`src/rtl/rpc_pkg.sv`:
```
package rpc_pkg;

  localparam int ElemW = 4;
  localparam int QueueDepth = 2;

  typedef logic [ElemW-1:0] elem_t;

  typedef struct packed {
    logic  pair_valid;
    elem_t first_elem;
    elem_t second_elem;
    logic  last;
  } in_item_t;

  typedef struct packed {
    logic is_symmetric;
    logic is_antisymmetric;
    logic is_transitive;
  } out_item_t;

  typedef struct packed {
    logic  set_bit;
    elem_t first_elem;
    elem_t second_elem;
    logic  last;
  } cmd_t;

  typedef struct packed {
    logic full;
    logic empty;
  } q_status_t;

  typedef enum logic [2:0] {
    StRun   = 3'b001,
    StSweep = 3'b010,
    StDone  = 3'b100
  } back_state_e;

endpackage

```
`src/rtl/rpc_back.sv`:
```
module rpc_back import rpc_pkg::*; #(
  parameter int ELEMENTS = 16
) (
  input  logic      clk_i,
  input  logic      rst_ni,
  input  q_status_t q_status_i,
  input  cmd_t      cmd_i,
  output logic      pop_o,
  output logic      out_valid_o,
  output out_item_t out_item_o,
  input  logic      out_stall_i
);

  localparam int IdxW = $clog2(ELEMENTS);

  back_state_e         state_q, state_d;
  logic [ELEMENTS-1:0] mat_q [ELEMENTS];
  logic [ELEMENTS-1:0] mat_d [ELEMENTS];
  logic [IdxW-1:0]     cnt_q, cnt_d;
  out_item_t           flags_q, flags_d;
  logic                out_valid_q, out_valid_d;
  out_item_t           out_q, out_d;

  logic [ELEMENTS-1:0] row_a;
  logic [ELEMENTS-1:0] col_a;
  logic [ELEMENTS-1:0] diag;
  logic                trans_miss;
  logic                out_free;
  logic [IdxW-1:0]     row_idx;
  logic [IdxW-1:0]     col_idx;

  assign out_free    = ~out_valid_q | ~out_stall_i;
  assign pop_o       = (state_q == StRun) & ~q_status_i.empty;
  assign out_valid_o = out_valid_q;
  assign out_item_o  = out_q;
  assign row_idx     = IdxW'(cmd_i.first_elem);
  assign col_idx     = IdxW'(cmd_i.second_elem);

  // One row of the matrix is checked per cycle of the sweep.
  always_comb begin
    row_a      = mat_q[cnt_q];
    diag       = ELEMENTS'(1) << cnt_q;
    trans_miss = 1'b0;
    for (int k = 0; k < ELEMENTS; k++) begin
      col_a[k]   = mat_q[k][cnt_q];
      trans_miss = trans_miss | (row_a[k] & (|(mat_q[k] & ~row_a)));
    end
  end

  always_comb begin
    state_d     = state_q;
    cnt_d       = cnt_q;
    flags_d     = flags_q;
    out_valid_d = out_valid_q & out_stall_i;
    out_d       = out_q;
    for (int r = 0; r < ELEMENTS; r++) begin
      mat_d[r] = mat_q[r];
    end
    case (state_q)
      StRun: begin
        if (!q_status_i.empty) begin
          if (cmd_i.set_bit) begin
            mat_d[row_idx][col_idx] = 1'b1;
          end
          if (cmd_i.last) begin
            state_d = StSweep;
            cnt_d   = '0;
            flags_d = '1;
          end
        end
      end
      StSweep: begin
        if (|(row_a & ~col_a)) begin
          flags_d.is_symmetric = 1'b0;
        end
        if (|(row_a & col_a & ~diag)) begin
          flags_d.is_antisymmetric = 1'b0;
        end
        if (trans_miss) begin
          flags_d.is_transitive = 1'b0;
        end
        if (cnt_q == IdxW'(ELEMENTS - 1)) begin
          state_d = StDone;
        end else begin
          cnt_d = cnt_q + IdxW'(1);
        end
      end
      StDone: begin
        if (out_free) begin
          out_valid_d = 1'b1;
          out_d       = flags_q;
          state_d     = StRun;
          for (int r = 0; r < ELEMENTS; r++) begin
            mat_d[r] = '0;
          end
        end
      end
      default: begin
        state_d = StRun;
      end
    endcase
  end

  always_ff @(posedge clk_i) begin
    out_q   <= out_d;
    flags_q <= flags_d;
  end

  always_ff @(posedge clk_i or negedge rst_ni) begin
    if (!rst_ni) begin
      state_q     <= StRun;
      cnt_q       <= '0;
      out_valid_q <= 1'b0;
      for (int r = 0; r < ELEMENTS; r++) begin
        mat_q[r] <= '0;
      end
    end else begin
      state_q     <= state_d;
      cnt_q       <= cnt_d;
      out_valid_q <= out_valid_d;
      for (int r = 0; r < ELEMENTS; r++) begin
        mat_q[r] <= mat_d[r];
      end
    end
  end

endmodule

```
`config.mk`:
```
export PLATFORM = sky130hd
export DESIGN_NAME = rpc_back
export DESIGN_NICKNAME = d
export VERILOG_FILES = /design/src/rtl/rpc_pkg.sv /design/src/rtl/rpc_back.sv
export SDC_FILE = /design/constraint.sdc
export NUM_CORES = 1
export LEC_CHECK = 0
export ABC_AREA = 1
export CAP_MARGIN = 20
export CORE_MARGIN = 8
export CORE_UTILIZATION = 40
export CTS_CLUSTER_DIAMETER = 150
export CTS_CLUSTER_SIZE = 8
export DETAILED_ROUTE_END_ITERATION = 10
export DONT_BUFFER_PORTS = 1
export GPL_ROUTABILITY_DRIVEN = 0
export PLACE_DENSITY_LB_ADDON = 0.08
export SLEW_MARGIN = 40
export SYNTH_ARGS = -nofsm -noshare
export SYNTH_HDL_FRONTEND = slang
export SYNTH_SLANG_ARGS = --single-unit
export TNS_END_PERCENT = 100
```
`constraint.sdc`:
```
create_clock -name clk_i -period 2.8 [get_ports clk_i]
set_input_delay 0.42 -clock clk_i [delete_from_list [all_inputs] [get_ports clk_i]]
set_output_delay 0.42 -clock clk_i [all_outputs]
set_load 0.005 [all_outputs]
```
==> metrics <==
Clock transition at path regs=60 ps; IO Pins=20; depth of the CTS H-tree=2; DR WL/cell=22.2 um; Final Max Tran Viols=0; Worst Setup Start Kind=register; Finished Cell Area=21300 um2; switch share=42.6%; Worst setup EP type=register; number of enable flip-flop cells after synthesis=6; Area Growth Syn to Fin=24.5%; vias in the first global route=17700; DRC Markers=0; setup ws final=-245 ps; Die ar.=49700 um2; largest net degree at the start of global routing=265; Hold Crit Class=in2async; GR Util All Layers=27.7%; crit path from=cnt_q[0]; static leakage=9.92 nW; initial DRC count=2011; RR Startpoint=cnt_q[0]; CTS Hold Buffers Added=2; post-DP HPWL=50000 um; status=finished, violations left; non-filler cells in the finished layout=3275; Cell Area, Synth=17100 um2; ANT nets after route=0; total CTS buffers=39; Worst Reg-to-Reg Cells=19; clock power share=23.3%; placed cells=3196; top-count cell post-synth=nand2_1; min cycle time layout=3040 ps; crit path kind=reg2reg; Ant. Diodes=0; layout cell share with drive strength beyond 1=16.9%; Initial Util=40.2%; worst skew pair latency=570 ps; clock root cell=clkbuf_16; CP Data Arrival Time=3380 ps; vias=18500; Yosys top cell area share=38.4%; Synth area leader=dfrtp_1; Final #Nets=2740; sequential power share=24.5%; Synth Instances=2563; Max Clock Skew=36.3 ps; slew at the pin with the worst max-slew slack=820 ps; total grt overflow=0; synth unique cells=42; clock buffer depth=3; first-pass GRT wire length=107000 um; drt pass-1 iters=5; fin crit share=109%; WP data required=3140 ps; Max-Cap Viols=0; combinational fraction of design power=52.2%; yosys warns=0; Total Neg Setup Slack=-437 ps; crit path max fanout=6; syn avg cell area=6.69 um2; Placed Area=19200 um2; chip height=223 um; Std-Cell Rows=76; initial antenna violation count=0; async set-reset flop share out of synthesis=97.8%; Mapped Nets=2584; ranking of synthesized cells by area=dfrtp_1 (38%), nand2_1 (20%), a21oi_1 (9.4%); Max Freq=0.328 GHz; pwr dens=889 nW/um2; Synth top cells by count=nand2_1 (904), a21oi_1 (322), dfrtp_1 (263), nor2_1 (225), inv_1 (218); hold_ws=-450 ps; number of buffers inserted by port buffering=0; failing checks=hold timing, setup timing; setup violators final=3; Main synth FF type=dfrtp_1; Int Power=10.9 mW; critical path endpoint=flags_q[0]; clk sinks=270; r2r endpoint=flags_q[0]; RSZ-0062 raised after global routing=yes; Max-Slew Margin vs Limit=45.3%; Seq cells post-synth=270; Layout fillers=4270; NetSw=8.09 mW; Final Hold Viols=264; Die X=223 um; CTS tree=done; sequential-to-total area share from yosys stat=39.6%; Final Util=50.0%; core area=42700 um2; vias per cell=5.65; maximum VDD drop=0.369 mV; reg-to-reg setup timing slack=-240 ps; final WL=72700 um
==> state kept, by name, indices dropped and copies added, names as in the netlist <==
register     count
flags_q          3
mat_q          256
cnt_q            4
out_item_o       3
out_valid_o      1
state_q          3
==> power by group through the flow <==
stage               Combinational [mW]  Clock [mW]  Sequential, mW
floorplan                         4.50           0            4.53
global placement                  8.17           0            4.65
detailed placement                8.20           0            4.65
CTS                               8.41        4.50            4.61
global route                      10.4        4.64            4.69
finish                            9.91        4.41            4.65
==> area by class of cell <==
type                    instances  area, um2  area share (%)
clock buffers                  51       1070            5.03
inverters                     221        852            3.99
multi-input cells            1910       9050            42.4
flip-flops and latches        270       6790            31.8
well taps                     546        683            3.20
repair buffers                276       2880            13.5
repair inverters                1       11.3          0.0528
==> cell families after synthesis <==
group	share of synthesized area (%)
DFF	39.6
and+or+nand+nor	32.2
buffers and inverters	10.5
AOI/OAI and AO/OA	17.3
adders and majority gates	0.438
==> worst min-delay path by stage <==
stage | endpoint | slack (ps) | startpoint
4_1_cts | mat_q[210] | -470 | rst_ni
5_1_grt | out_valid_o | -460 | rst_ni
3_3_place_gp | out_valid_o | 130 | rst_ni
3_5_place_dp | out_valid_o | 140 | rst_ni
6_report | out_valid_o | -450 | rst_ni
2_1_floorplan | cnt_q[0] | 120 | rst_ni
==> worst max-delay path: stages, from the launching register on <==
cell and delay, ps:
dfrtp_4 600, buf_12 200, clkbuf_16 160, nand2_1 80
nand3_1 90, nand3_1 120, nand3b_1 170, nand2_2 70
buf_4 160, nand2_1 70, o21ai_0 80, buf_4 140
nor2_1 80, nand2_1 60, nor2_1 100, nor2_1 60
nor2_2 240, nand3_2 140, nor2_4 140, nor2_2 40
==> metrics by stage <==
step                total power, mW  setup slack (ps)
detailed placement             12.9              -423
finish                         19.0              -245
floorplan                      9.04               483
global route                   19.7              -328
CTS                            17.5              -226
global placement               12.8              -457
==> placed cells by master, fill, tap and decap left out, types with 3 or more instances in the layout <==
cell         n
ha_1         6
clkbuf_1     9
a32oi_1      3
nor2_2      14
nand2_2     42
buf_4      207
edfxtp_1     6
a21oi_2      5
o21ai_2      6
and3_1       3
nand2_4     10
buf_12      37
o21ai_1     12
o221ai_1     3
nor2_4       3
o21ai_0    102
clkbuf_16   56
a21oi_1    315
nand3_1    139
a31oi_1      9
inv_1      214
dfrtp_1    260
nand3_2     24
nand3b_1     5
nor3_2      18
nor3_1      10
o22ai_1      4
nand3_4      3
buf_6       13
nand2_1    869
nor2_1     208
o211ai_1    70
nand4_1      7
==> what timing repair did <==
item                                    4_1_cts  5_1_grt
pin swaps                                     8       66
cloned                                        1       17
endpoints found under the hold margin       266      264
endpoints found under the setup margin        3        3
gates resized for setup                      30      119
setup buffers                                 1        9
==> layer usage <==
metal / track usage, % / routed length (um) / part of all wire [%] / up-vias
li1: - / - / - / 8592
met1: 36.4 / 31200 / 43 / 9014
met2: 44.3 / 33300 / 46 / 717
met3: 3.59 / 4640 / 6.4 / 186
met4: 14.5 / 3590 / 4.9 / 0
met5: 0 / 0 / 0 / -
(Power assumes the default switching activity.)
